### config.mk
export PLATFORM = sky130hd
export DESIGN_NAME = corner_stability_detector
export DESIGN_NICKNAME = d
export VERILOG_FILES = /design/src/rtl/csd_pkg.sv /design/src/rtl/csd_cell.sv /design/src/rtl/csd_dist.sv /design/src/rtl/corner_stability_detector.sv
export SDC_FILE = /design/constraint.sdc
export NUM_CORES = 1
export LEC_CHECK = 0
export ABC_AREA = 1
export BUFFER_PORTS_ARGS = -buffer_cell sky130_fd_sc_hd__buf_2
export CAP_MARGIN = 30
export CORE_ASPECT_RATIO = 1.25
export CORE_MARGIN = 2
export CORE_UTILIZATION = 25
export DETAILED_ROUTE_END_ITERATION = 12
export GPL_TIMING_DRIVEN = 1
export PLACE_DENSITY = 0.37
export SYNTH_ARGS = -nofsm -noshare
export SYNTH_HDL_FRONTEND = slang
export SYNTH_SLANG_ARGS = --single-unit
export TNS_END_PERCENT = 30
### constraint.sdc
create_clock -name i_clk -period 7 [get_ports i_clk]
set_input_delay 0 -clock i_clk [delete_from_list [all_inputs] [get_ports i_clk]]
set_output_delay 0 -clock i_clk [all_outputs]
set_load 0.01 [all_outputs]
### src/rtl/csd_pkg.sv
// ---------------------------------------------------------------------------
// Corner stability detector package
// Shared widths, window sizes, register indexes and the cell status type.
// ---------------------------------------------------------------------------
`default_nettype none

package csd_pkg;

    // Window geometry.
    localparam int WINDOW_DEPTH = 10;
    localparam int MIN_FILL     = 3;

    // Field widths.
    localparam int COORD_W = 12;
    localparam int CONF_W  = 8;
    localparam int RUN_W   = 8;
    localparam int SQ_W    = 2 * COORD_W;

    // Configuration port.
    localparam int ADDR_W = 4;
    localparam int DATA_W = 32;

    // Register reset values.
    localparam logic [COORD_W-1:0] MAX_DIST_RST  = 12'd20;
    localparam logic [SQ_W-1:0]    LIMIT_RST     = 24'd400;
    localparam logic [CONF_W-1:0]  MIN_CONF_RST  = 8'd179;
    localparam logic [RUN_W-1:0]   CAP_FRAMES_RST = 8'd3;
    localparam logic               AUTO_CAP_RST  = 1'b1;

    localparam logic [RUN_W-1:0] RUN_MAX = {RUN_W{1'b1}};

    // Register indexes on the configuration port.
    typedef enum logic [1:0] {
        REG_MAX_DIST   = 2'd0,
        REG_MIN_CONF   = 2'd1,
        REG_CAP_FRAMES = 2'd2,
        REG_AUTO_CAP   = 2'd3
    } t_reg_idx;

    // Contents of one window cell: a frame is held, and its pair check passed.
    typedef struct packed {
        logic valid;
        logic ok;
    } t_cell;

endpackage

`default_nettype wire

### src/rtl/csd_cell.sv
// ---------------------------------------------------------------------------
// Corner stability detector window cell
// Holds one frame's pair flag and passes it to the older neighbour on shift.
// ---------------------------------------------------------------------------
`default_nettype none

module csd_cell (
    input  wire logic          i_clk,
    input  wire logic          i_rst_n,
    input  wire logic          i_shift,
    input  wire csd_pkg::t_cell i_prev,
    input  wire logic          i_next_valid,
    output csd_pkg::t_cell     o_cell,
    output logic               o_term
);
    import csd_pkg::*;

    t_cell r_cell;

    // The cell takes its newer neighbour's contents on every frame entry.
    always_ff @(posedge i_clk) begin
        if (!i_rst_n) begin
            r_cell <= '0;
        end else if (i_shift) begin
            r_cell <= i_prev;
        end
    end

    // The oldest frame in the window has no older neighbour, and its flag
    // is not examined; every other held frame must have passed its check.
    assign o_term = r_cell.ok || !i_next_valid;
    assign o_cell = r_cell;

endmodule

`default_nettype wire

### src/rtl/csd_dist.sv
// ---------------------------------------------------------------------------
// Corner stability detector pair check
// Two-stage pipeline: absolute differences, then squares and the limit compare.
// ---------------------------------------------------------------------------
`default_nettype none

module csd_dist (
    input  wire logic                         i_clk,
    input  wire logic                         i_rst_n,
    input  wire logic                         i_valid,
    output logic                              o_stall,
    input  wire logic [csd_pkg::COORD_W-1:0]  i_x,
    input  wire logic [csd_pkg::COORD_W-1:0]  i_y,
    input  wire logic [csd_pkg::CONF_W-1:0]   i_conf,
    input  wire logic [csd_pkg::CONF_W-1:0]   i_min_conf,
    input  wire logic [csd_pkg::SQ_W-1:0]     i_limit,
    output logic                              o_valid,
    input  wire logic                         i_stall,
    output logic                              o_ok
);
    import csd_pkg::*;

    logic               r_has_prev;
    logic [COORD_W-1:0] r_last_x;
    logic [COORD_W-1:0] r_last_y;

    logic               r_v1;
    logic [COORD_W-1:0] r_dx;
    logic [COORD_W-1:0] r_dy;
    logic               r_cok1;

    logic               r_v2;
    logic [SQ_W-1:0]    r_dx2;
    logic [SQ_W-1:0]    r_dy2;
    logic               r_cok2;

    logic               w_en1;
    logic               w_en2;
    logic               w_acc;
    logic [COORD_W-1:0] n_dx;
    logic [COORD_W-1:0] n_dy;
    logic [SQ_W:0]      w_sum;

    // Each stage moves when its successor is empty or moving on.
    assign w_en2   = !r_v2 || !i_stall;
    assign w_en1   = !r_v1 || w_en2;
    assign o_stall = !w_en1;
    assign w_acc   = i_valid && w_en1;

    // Distance to the previous frame, per axis.
    assign n_dx = (i_x > r_last_x) ? (i_x - r_last_x) : (r_last_x - i_x);
    assign n_dy = (i_y > r_last_y) ? (i_y - r_last_y) : (r_last_y - i_y);

    // Control state of both stages.
    always_ff @(posedge i_clk) begin
        if (!i_rst_n) begin
            r_has_prev <= 1'b0;
            r_v1       <= 1'b0;
            r_v2       <= 1'b0;
        end else begin
            if (w_acc) begin
                r_has_prev <= 1'b1;
            end
            if (w_en1) begin
                r_v1 <= i_valid;
            end
            if (w_en2) begin
                r_v2 <= r_v1;
            end
        end
    end

    // First stage: differences and the confidence check.
    always_ff @(posedge i_clk) begin
        if (w_acc) begin
            r_last_x <= i_x;
            r_last_y <= i_y;
            r_dx     <= n_dx;
            r_dy     <= n_dy;
            r_cok1   <= r_has_prev && (i_conf >= i_min_conf);
        end
    end

    // Second stage: squared differences.
    always_ff @(posedge i_clk) begin
        if (w_en2 && r_v1) begin
            r_dx2  <= r_dx * r_dx;
            r_dy2  <= r_dy * r_dy;
            r_cok2 <= r_cok1;
        end
    end

    // Squared distance against the squared limit.
    assign w_sum   = {1'b0, r_dx2} + {1'b0, r_dy2};
    assign o_ok    = r_cok2 && (w_sum <= {1'b0, i_limit});
    assign o_valid = r_v2;

endmodule

`default_nettype wire

### src/rtl/corner_stability_detector.sv
// ---------------------------------------------------------------------------
// Corner stability detector
// Checks each frame's corner movement against its predecessor and its confidence
// against a minimum, keeps the pair flags of the last frames in a row of cells,
// and counts the run of stable frames with an optional capture trigger.
// ---------------------------------------------------------------------------
//  Channel   Direction  Handshake                   Word
//  input     in         i_in_valid / o_in_stall     corner x, corner y, confidence
//  output    out        o_out_valid / i_out_stall   stable, stable run, capture
//  config    in         APB, pready always high     four registers at 4*index
//
//  One word is taken per cycle while the input is not stalled; its result
//  passes the difference, square, window and output registers in turn, the
//  first of them loaded at the edge that accepts it.
//  The squaring multipliers have a register stage of their own.
//  Reset is synchronous and active low; it empties the window and the stages.
//  A stalled output only holds the input back once every stage is full.
// ---------------------------------------------------------------------------
`default_nettype none

module corner_stability_detector (
    input  wire logic                         i_clk,
    input  wire logic                         i_rst_n,
    // Input words.
    input  wire logic                         i_in_valid,
    output logic                              o_in_stall,
    input  wire logic [csd_pkg::COORD_W-1:0]  i_corner_x,
    input  wire logic [csd_pkg::COORD_W-1:0]  i_corner_y,
    input  wire logic [csd_pkg::CONF_W-1:0]   i_confidence,
    // Result words.
    output logic                              o_out_valid,
    input  wire logic                         i_out_stall,
    output logic                              o_stable,
    output logic [csd_pkg::RUN_W-1:0]         o_stable_run,
    output logic                              o_capture,
    // Configuration port.
    input  wire logic                         psel,
    input  wire logic                         penable,
    input  wire logic                         pwrite,
    input  wire logic [csd_pkg::ADDR_W-1:0]   paddr,
    input  wire logic [csd_pkg::DATA_W-1:0]   pwdata,
    output logic [csd_pkg::DATA_W-1:0]        prdata,
    output logic                              pready
);
    import csd_pkg::*;

    // Configuration registers; the squared limit is kept alongside.
    logic [COORD_W-1:0] r_max_dist;
    logic [SQ_W-1:0]    r_limit;
    logic [CONF_W-1:0]  r_min_conf;
    logic [RUN_W-1:0]   r_cap_frames;
    logic               r_auto_cap;

    logic               w_wr;
    t_reg_idx           w_idx;
    logic [COORD_W-1:0] w_wdist;

    // Pair check pipeline.
    logic               w_dist_valid;
    logic               w_dist_stall;
    logic               w_dist_ok;

    // Window stage and output register.
    logic               r_v3;
    logic               w_en3;
    logic               w_en_out;
    logic               w_shift;
    logic [RUN_W-1:0]   r_run;
    logic [RUN_W-1:0]   n_run;
    logic               w_stable;
    logic               w_capture;
    logic               r_out_valid;
    logic               r_out_stable;
    logic [RUN_W-1:0]   r_out_run;
    logic               r_out_capture;

    // Window cells.
    t_cell              w_cell [WINDOW_DEPTH];
    t_cell              w_prev [WINDOW_DEPTH];
    logic [WINDOW_DEPTH-1:0] w_next_valid;
    logic [WINDOW_DEPTH-1:0] w_term;

    // Register write decode.
    assign w_wr    = psel && penable && pwrite;
    assign w_idx   = t_reg_idx'(paddr[ADDR_W-1:2]);
    assign w_wdist = pwdata[COORD_W-1:0];
    assign pready  = 1'b1;

    always_ff @(posedge i_clk) begin
        if (!i_rst_n) begin
            r_max_dist   <= MAX_DIST_RST;
            r_limit      <= LIMIT_RST;
            r_min_conf   <= MIN_CONF_RST;
            r_cap_frames <= CAP_FRAMES_RST;
            r_auto_cap   <= AUTO_CAP_RST;
        end else if (w_wr) begin
            unique case (w_idx)
                REG_MAX_DIST: begin
                    r_max_dist <= w_wdist;
                    r_limit    <= w_wdist * w_wdist;
                end
                REG_MIN_CONF:   r_min_conf   <= pwdata[CONF_W-1:0];
                REG_CAP_FRAMES: r_cap_frames <= pwdata[RUN_W-1:0];
                REG_AUTO_CAP:   r_auto_cap   <= pwdata[0];
                default: ;
            endcase
        end
    end

    // Register read-back.
    always_comb begin
        prdata = '0;
        unique case (w_idx)
            REG_MAX_DIST:   prdata[COORD_W-1:0] = r_max_dist;
            REG_MIN_CONF:   prdata[CONF_W-1:0]  = r_min_conf;
            REG_CAP_FRAMES: prdata[RUN_W-1:0]   = r_cap_frames;
            REG_AUTO_CAP:   prdata[0]           = r_auto_cap;
            default:        prdata              = '0;
        endcase
    end

    // Distance and confidence check against the previous frame.
    csd_dist u_dist (
        .i_clk      (i_clk),
        .i_rst_n    (i_rst_n),
        .i_valid    (i_in_valid),
        .o_stall    (o_in_stall),
        .i_x        (i_corner_x),
        .i_y        (i_corner_y),
        .i_conf     (i_confidence),
        .i_min_conf (r_min_conf),
        .i_limit    (r_limit),
        .o_valid    (w_dist_valid),
        .i_stall    (w_dist_stall),
        .o_ok       (w_dist_ok)
    );

    // Stage enables downstream of the pair check.
    assign w_en_out     = !r_out_valid || !i_out_stall;
    assign w_en3        = !r_v3 || w_en_out;
    assign w_dist_stall = !w_en3;
    assign w_shift      = w_dist_valid && w_en3;

    // Row of window cells, newest at index zero.
    for (genvar k = 0; k < WINDOW_DEPTH; k++) begin : g_cell
        if (k == 0) begin : g_head
            assign w_prev[k] = '{valid: 1'b1, ok: w_dist_ok};
        end else begin : g_body
            assign w_prev[k] = w_cell[k-1];
        end
        if (k == WINDOW_DEPTH - 1) begin : g_tail
            assign w_next_valid[k] = 1'b0;
        end else begin : g_inner
            assign w_next_valid[k] = w_cell[k+1].valid;
        end

        csd_cell u_cell (
            .i_clk        (i_clk),
            .i_rst_n      (i_rst_n),
            .i_shift      (w_shift),
            .i_prev       (w_prev[k]),
            .i_next_valid (w_next_valid[k]),
            .o_cell       (w_cell[k]),
            .o_term       (w_term[k])
        );
    end

    // The window is stable once enough frames are held and every flag but the oldest frame's passes.
    if (MIN_FILL <= WINDOW_DEPTH) begin : g_fill
        assign w_stable = w_cell[MIN_FILL-1].valid && (&w_term);
    end else begin : g_nofill
        assign w_stable = 1'b0;
    end

    // Run counter update and the capture trigger.
    always_comb begin
        if (!w_stable) begin
            n_run = '0;
        end else if (r_run == RUN_MAX) begin
            n_run = r_run;
        end else begin
            n_run = r_run + 1'b1;
        end
        w_capture = r_auto_cap && w_stable && (n_run >= r_cap_frames);
    end

    // Control state of the window stage and the output register.
    always_ff @(posedge i_clk) begin
        if (!i_rst_n) begin
            r_v3        <= 1'b0;
            r_out_valid <= 1'b0;
            r_run       <= '0;
        end else begin
            if (w_en3) begin
                r_v3 <= w_dist_valid;
            end
            if (w_en_out) begin
                r_out_valid <= r_v3;
            end
            if (w_en_out && r_v3) begin
                r_run <= w_capture ? '0 : n_run;
            end
        end
    end

    // Result word.
    always_ff @(posedge i_clk) begin
        if (w_en_out && r_v3) begin
            r_out_stable  <= w_stable;
            r_out_run     <= n_run;
            r_out_capture <= w_capture;
        end
    end

    assign o_out_valid  = r_out_valid;
    assign o_stable     = r_out_stable;
    assign o_stable_run = r_out_run;
    assign o_capture    = r_out_capture;

endmodule

`default_nettype wire
* Yosys cells after proc, flatten, opt, wreduce, memory -nomap -nowiden
Index checks and enable logic that the tools add are counted.
** Word-level totals
- Flip-flop bits (word level) :: 193
- Memories :: 0
- Output and inout bits :: 45
- Latch bits :: 0
- Bits in read-only memories :: 0
- Bits in writable memories :: 0
** Cells by class
- Add/sub/neg operators :: 6
- Equal/unequal tests :: 4
- Multiplexer cells :: 8
- Div/mod/pow operators :: 0
- Order comparisons :: 5
- Bitwise operators :: 0
- $mul :: 3
- Reduce and logical (&&, ||, !) cells :: 45
- Shift-type cells :: 0
** Operators with widths (count)
- multiplier 12 x 12 -> 24 bit :: 3
- subtractor 12 bit :: 4
- adder 24 x 24 -> 25 bit :: 1
- less-or-equal comparator 25 x 24 -> 1 bit :: 1
- greater-than comparator 12 bit :: 2
- two-way mux 12 bit :: 2
- two-way mux 8 bit :: 3
- one-hot mux 7 bit (3 select lines) :: 1
- >= comparator 8 bit :: 2
- zero test 1 bit :: 15
- logical OR 1 bit :: 13
- logical AND 1 bit :: 11
- AND reduction 9 bit :: 1
- adder 8 x 1 -> 8 bit, second input constant :: 1
- equality test 8 bit, second input constant :: 1
- AND reduction 2 bit :: 4
- equality test 2 bit, second input constant :: 2
- two-way mux 4 bit :: 1
- one-hot mux 1 bit (4 select lines) :: 1
- equality test 2 x 1 -> 1 bit, second input constant :: 1
- zero test 2 bit :: 1

* Depth between registers and ports, before layout
Gate-level depths: netlist of run 1.
- Depth in word-level cells :: 8
- Depth in mapped cells :: 25
- Depth with buffers taken out :: 23

* Cells and area by module
Synthesis of run 1 repeated with hierarchy kept, for this count alone.
** Second synthesis, totals
- Cell total of the unflattened synthesis :: 3211
- Area, all modules :: 24531.0 µm²
** By module, submodules not included
- csd_dist :: times used 1, seq. area each 2942.8 µm², area each 15907.8 µm², cells each 2002
- corner_stability_detector :: times used 1, seq. area each 1521.5 µm², area each 7772.5 µm², cells each 1069
- csd_cell :: times used 10, seq. area each 40.0 µm², area each 85.1 µm², cells each 14

* Worst setup path after synthesis of run 1
Ideal clock, no wire load.
- Path kind :: register to register
- Start :: register u_dist.r_dx[6]
- End :: register u_dist.r_dx2[21], data pin
- Slack :: 2.088 ns
- Stages on the path, launching flop included :: 20
- Data arrival time :: 4.648 ns
- Path buffers :: 1
- Path through :: edfxtp_1 -> clkbuf_1 -> nand2_1 -> inv_1 -> fa_1 -> fa_1 -> inv_1 -> fa_1 -> inv_1 -> fa_1 -> inv_1 -> fa_1 -> inv_1 -> ha_1 -> nand2_1 -> o21ai_0 -> a21oi_1 -> o21ai_0 -> a31oi_1 -> xor2_1
** On the way
- Word-level cells in the longest chain between the ends :: 1
** Ends and longest elaborated chain
- start, declared :: line csd_dist.sv:28 : logic [COORD_W-1:0] r_dx;
- start signal, assigned :: line csd_dist.sv:78 : r_dx <= n_dx;
- multiplier 12 x 12 -> 24 bit :: line csd_dist.sv:87 : r_dx2 <= r_dx * r_dx;
- end signal, assigned :: line csd_dist.sv:87
- end, declared :: line csd_dist.sv:33 : logic [SQ_W-1:0] r_dx2;
No other way between the ends.
A chain may end at the register's enable or synchronous reset.

* Worst setup path in the final report of run 1
Ends and elaborated chain as after synthesis.

==> results.txt, run 1 <==
Max cap viols: 0
Clock Latency Late Sink: 0.50 ns
Detailed-route via count: 17700
Multi-input logic area: 15100 um^2
CTS tree: yes
Least-Margin Pin Slew: 0.839 ns
CTS resizes: 0
Period utilization: 0.777
WL per Instance: 13.7 um
Die Y: 344 um
Worst Skew: 0.0274 ns
Top FF cell, synth: edfxtp_1
Number of global-route vias before repair: 19000
DRT Wirelength: 56800 um
CP Capture Type: flip-flop
Most frequent cells in the layout: inv_1 (720), nand2_1 (495), ha_1 (282)
Ys async rst share: 0
Post-synthesis cell area: 23100 um^2
Layout area overhead: 11.0%
# clock sinks: 189
Initial antenna violation count: 0
Top Ports: 120
GPL Wtd Cong: 0.832
Post-synthesis cell type count: 56
RSZ-0062 raised after global routing: no
Synth top area share: 0.207
Number of synthesized flops with an enable pin: 106
GRT Total Usage: 0.125
Worst Path Arrival: 5.67 ns
Cell taking the most area after synthesis: fa_1
Most common cell after layout, fill and taps aside: inv_1
First-pass GRT wire length: 94900 um
Fillers: 9945
Fin. max-slew vios: 0
Iter 0 DRT Violations: 664
Startpoint types: flip-flop
Worst-path clk slew: 0.10 ns
Syn_area_per_cell: 8.07 um^2
Proportion of synthesized chip area in sequential cells: 0.210
Vias per inst: 4.27
CP Max Fanout: 12
H-tree Lvls: 4
Nets: 3516
CP required: 7.23 ns
Global route overflow: 0
Row Count: 124
DP HPWL: 47700 um
Flops & latches, synth: 189
Yosys warns: 0
Fraction of layout cells with a size suffix above 1: 0.0498
Fmax: 0.184 GHz
Number of port buffers: 76
Synth area leaders: fa_1 (21%), ha_1 (15%), edfxtp_1 (14%)
Largest net degree at the start of global routing: 60
Hold Crit Depth: 3
Status: complete, no violations
Router iterations before antenna repair: 5
Final Hold Fails: 0
FF/Latch Area: 4840 um^2
Max_slew headroom: 0.433
CTS Buffer Depth: 2
Clk root buf: clkbuf_16
Minimum clock period: 5.44 ns
Setup_tns: 0 ns
Count of endpoints failing setup in the final report: 0
Die area: 94700 um^2
Clock buffer count from CTS: 17
Cells after Synth: 2858
Hold Path Class: in2reg
ANT nets after route: 0
Die Span X: 276 um
Starting Density: 0.252
Diodes inserted: 0
R2r worst-path depth: 18
Core Box Area: 91400 um^2
Critical path class: reg2reg
DRC viols: 0
state kept, by name, summed over array words and instances, names as in the netlist, 8 cells and up:
name	count
r_max_dist	12
u_dist.r_dy2	23
u_dist.r_last_x	12
u_dist.r_last_y	12
r_limit	22
r_cap_frames	8
u_dist.r_dx	12
u_dist.r_dy	12
o_stable_run	8
u_dist.r_dx2	23
r_min_conf	8
r_run	8
g_cell.u_cell.o_cell	19
worst max-delay path: stages, from the launching register on:
cell and delay (ns):
edfxtp_1 0.74, nand2_1 0.20, inv_1 0.12, fa_1 0.44, fa_1 0.51, inv_1 0.05, fa_1 0.52, inv_1 0.05
fa_1 0.47, inv_1 0.05, fa_1 0.48, inv_1 0.04, ha_1 0.34, nand2_1 0.08, o21ai_0 0.31, a21oi_1 0.17
o21ai_0 0.31, a31oi_1 0.14, xor2_1 0.16
final timing paths:
kind | slack, ns | to | startpoint
hold reg to reg | 0.45 | u_dist.r_cok2 | u_dist.r_cok1
setup reg to reg | 1.56 | u_dist.r_dx2[21] | u_dist.r_dx[6]
setup / recovery | 1.56 | u_dist.r_dx2[21] | u_dist.r_dx[6]
hold / removal | 0.03 | r_max_dist[8] | pwdata[8]
layer usage:
metal	share of wire	up-vias	GRT usage
met5	0	-	0
met2	0.53	261	0.241
met1	0.42	8338	0.141
li1	-	8991	-
met3	0.023	66	0.0130
met4	0.024	0	0.0389
layout make-up:
type / instances / area share
Inverter: 725 / 0.106
Clock buffer: 17 / 0.0166
Clock inverter: 15 / 0.00865
Tap cell: 1197 / 0.0585
Timing Repair Buffer: 115 / 0.0297
Sequential cell: 189 / 0.189
Multi-Input combinational cell: 1873 / 0.591
synthesized netlist by cell type, drive strengths merged, types with 2 or more instances:
master and number:
inv 724, nand2 498, ha 282, fa 238, a21oi 222, nor2 140
o21ai 139, edfxtp 106, dfxtp 83, xor2 73, nand3 62, clkbuf 59
xnor2 43, buf 31, o211ai 30, nand4 19, a21o 15, nor3 14
o221ai 9, a211oi 8, o21bai 7, a31oi 6, nor4 6, or2 5
a21boi 4, a221oi 4, o2111ai 4, o31ai 4, mux2 3, and2 2
and3 2, conb 2, mux2i 2, o21a 2, o22ai 2, o311ai 2
cell families after synthesis:
| logic type | after synthesis | synth area share |
|---|---|---|
| buffers and inverters | 815 | 0.138 |
| AND/OR/NAND/NOR | 750 | 0.132 |
| adder cells (fa/ha/maj) | 520 | 0.360 |
| AO/OA/AOI/OAI | 461 | 0.113 |
| flip-flops | 189 | 0.210 |
| XOR/XNOR | 116 | 0.0441 |
| multiplexers | 5 | 0.00282 |
| other | 2 | 0.000326 |
metrics by stage:
step	cells	cell area (um^2)	util	worst slack, ns	hold WS, ns
after global placement	4064	24600	0.269	1.46	0.209
after global routing	4131	25600	0.280	1.19	0.0477
final	4131	25600	0.280	1.56	0.0257
after CTS	4131	25600	0.280	1.52	0.00702
after detailed placement	4064	24600	0.269	1.56	0.209
after floorplan	2877	23100	-	2.09	0.0989
repair_timing:
item / 4_1_cts / 5_1_grt
hold buffers: 35 / 0
buffers inserted: 0 / 0
endpoints found under the hold margin: 45 / 0
Power of run 1 is not shown: default switching activity piles up to over one toggle a cycle in this logic, so the estimate is an artifact.
==> run 2, diff against run 1 <==
- PLACE_DENSITY: 0.37 -> 0.39
- clock period: 7 -> 4.4 ns (I/O delays scaled with it)
==> run 2 against run 1 <==
Cell area increased by 13%. Utilization is 3.7 points higher. The flow now finishes with violations (setup timing). Largest cell class unchanged. Routed wire length is 4.5% higher. Flip-flop and latch count unchanged. First-iteration DRC count shrank 7.1%. Sequential share of layout area shrank 2.2 points. Die area unchanged. Clock skew down 0.013 ns. Maximum frequency up 16%.
==> results.txt, run 2 (synthesis gave the netlist of run 1 again) <==
Clock Latency Late Sink: 0.50 ns
Most common cell after layout, fill and taps aside: inv_1
First-pass GRT wire length: 99100 um
Core Box Area: 91400 um^2
Router iterations before antenna repair: 5
CTS Buffer Depth: 2
ANT nets after route: 0
Crit-path slowest cell: edfxtp_1
Fin. max-slew vios: 0
Max incr delay on CP: 0.53 ns
GRT Total Usage: 0.131
Cell breakdown of the critical path: nand2_2 > inv_2 > fa_1 > inv_1 > fa_1 > inv_2 > fa_1 > fa_1 > inv_1 > fa_1 > inv_2 > ha_4 > nand2_4 > nor4_4 > buf_4 > buf_6 > nand3_2 > nand3_2 > xor2_1
CTS tree: yes
Final core occ: 0.317
Clk root buf: clkbuf_16
Final Hold Fails: 0
Layout area overhead: 25.5%
RSZ-0062 raised after global routing: yes
CP required: 4.65 ns
Clock buffer count from CTS: 17
Die area: 94700 um^2
Die Span X: 276 um
Nets: 3846
Startpoint types: flip-flop
WL per Instance: 13.3 um
Setup_tns: -4.07 ns
Global route overflow: 0
DRT Wirelength: 59300 um
Status: finished, violations left
Hold Path Class: in2reg
Period utilization: 1.06
Minimum clock period: 4.67 ns
Most frequent cells in the layout: inv_1 (701), nand2_1 (470), buf_4 (316)
Placed Cells: 4357
GPL Wtd Cong: 0.843
Fin cells: 4461
H-tree Lvls: 4
Row Count: 124
Die Y: 344 um
Critical path class: reg2reg
Detailed-route via count: 18600
Iter 0 DRT Violations: 617
Fraction of layout cells with a size suffix above 1: 0.189
Worst-path clk slew: 0.08 ns
CP Capture Type: flip-flop
Worst Skew: 0.0141 ns
Initial antenna violation count: 0
Fmax: 0.214 GHz
Failing checks: setup timing
Top Ports: 120
Worst Path Arrival: 4.92 ns
Worst r2r src: u_dist.r_dy[9]
Max cap viols: 0
Most used cell, CP: fa_1
Vias per inst: 4.17
Largest registers: u_dist.r_dx2 (23), u_dist.r_dy2 (23), r_limit (22)
Hold Crit Start: pwdata[10]
Least-Margin Pin Slew: 0.900 ns
Number of global-route vias before repair: 19900
# clock sinks: 189
Setup ws final: -0.272 ns
Largest net degree at the start of global routing: 51
Worst setup path start: u_dist.r_dy[9]
Count of endpoints failing setup in the final report: 25
CP Max Fanout: 6
Starting Density: 0.252
DP HPWL: 50200 um
Diodes inserted: 0
Max_slew headroom: 0.392
Hold_ws: 0.0520 ns
Number of port buffers: 76
DRC viols: 0
run 2: cell count changes in the layout (fill, tap and decap cells not counted), moves of 15 or more:
| cell | before | now |
|---|---|---|
| buf_4 | 4 | 316 |
| a21oi_1 | 218 | 193 |
| nand2_1 | 495 | 470 |
| ha_1 | 282 | 260 |
| ha_4 | 0 | 22 |
| buf_6 | 0 | 21 |
| inv_1 | 720 | 701 |
| inv_2 | 4 | 23 |
| a21oi_2 | 4 | 21 |
| nand2_2 | 2 | 17 |
run 2: final cells by class:
cell class / count / area, um^2
multi-input combinational: 1873 / 15900
fill: 9817 / 62400
clock buffer: 17 / 425
clock inverter: 15 / 233
timing repair buffer: 445 / 3310
tap: 1197 / 1500
sequential: 189 / 4840
inverter: 725 / 2720
run 2: worst paths after layout:
path,depth (start not counted),to,slack [ns]
setup / recovery,19,u_dist.r_dy2[22],-0.27
hold / removal,4,r_max_dist[10],0.05
setup reg to reg,19,u_dist.r_dy2[22],-0.27
hold reg to reg,0,u_dist.r_cok2,0.46
run 2: critical path, delay by kind of cell, from the launching register on:
kind / cells / cell delay (ns)
buffers and inverters: 7 / 0.47
DFF: 1 / 0.53
adders and majority gates: 6 / 2.75
and+or+nand+nor: 5 / 0.59
xor gates and xnor gates: 1 / 0.06
run 2: per-layer routing:
metal  track usage  up-vias  routed length [um]
met4        0.0423        0                1580
met5             0        -                   0
met1         0.149     8667               25300
met3        0.0183       74                1110
li1              -     9655                   -
met2         0.249      189               31300
run 2: what timing repair did:
action,in CTS,in global routing
resized for setup,106,44
endpoints found under the hold margin,38,0
gates cloned,0,0
buffers inserted,36,4
endpoints found under the setup margin,28,33
pin swaps,49,26
hold buffers,32,0
run 2: stage by stage:
| stage | setup slack [ns] | instance area (um^2) |
|---|---|---|
| after floorplan | -0.170 | 23500 |
| after global placement | -0.413 | 27000 |
| after detailed placement | -0.457 | 27000 |
| after CTS | -0.256 | 28700 |
| after global routing | -0.454 | 28900 |
| final | -0.272 | 28900 |
Power of run 2 is left out for the same reason.
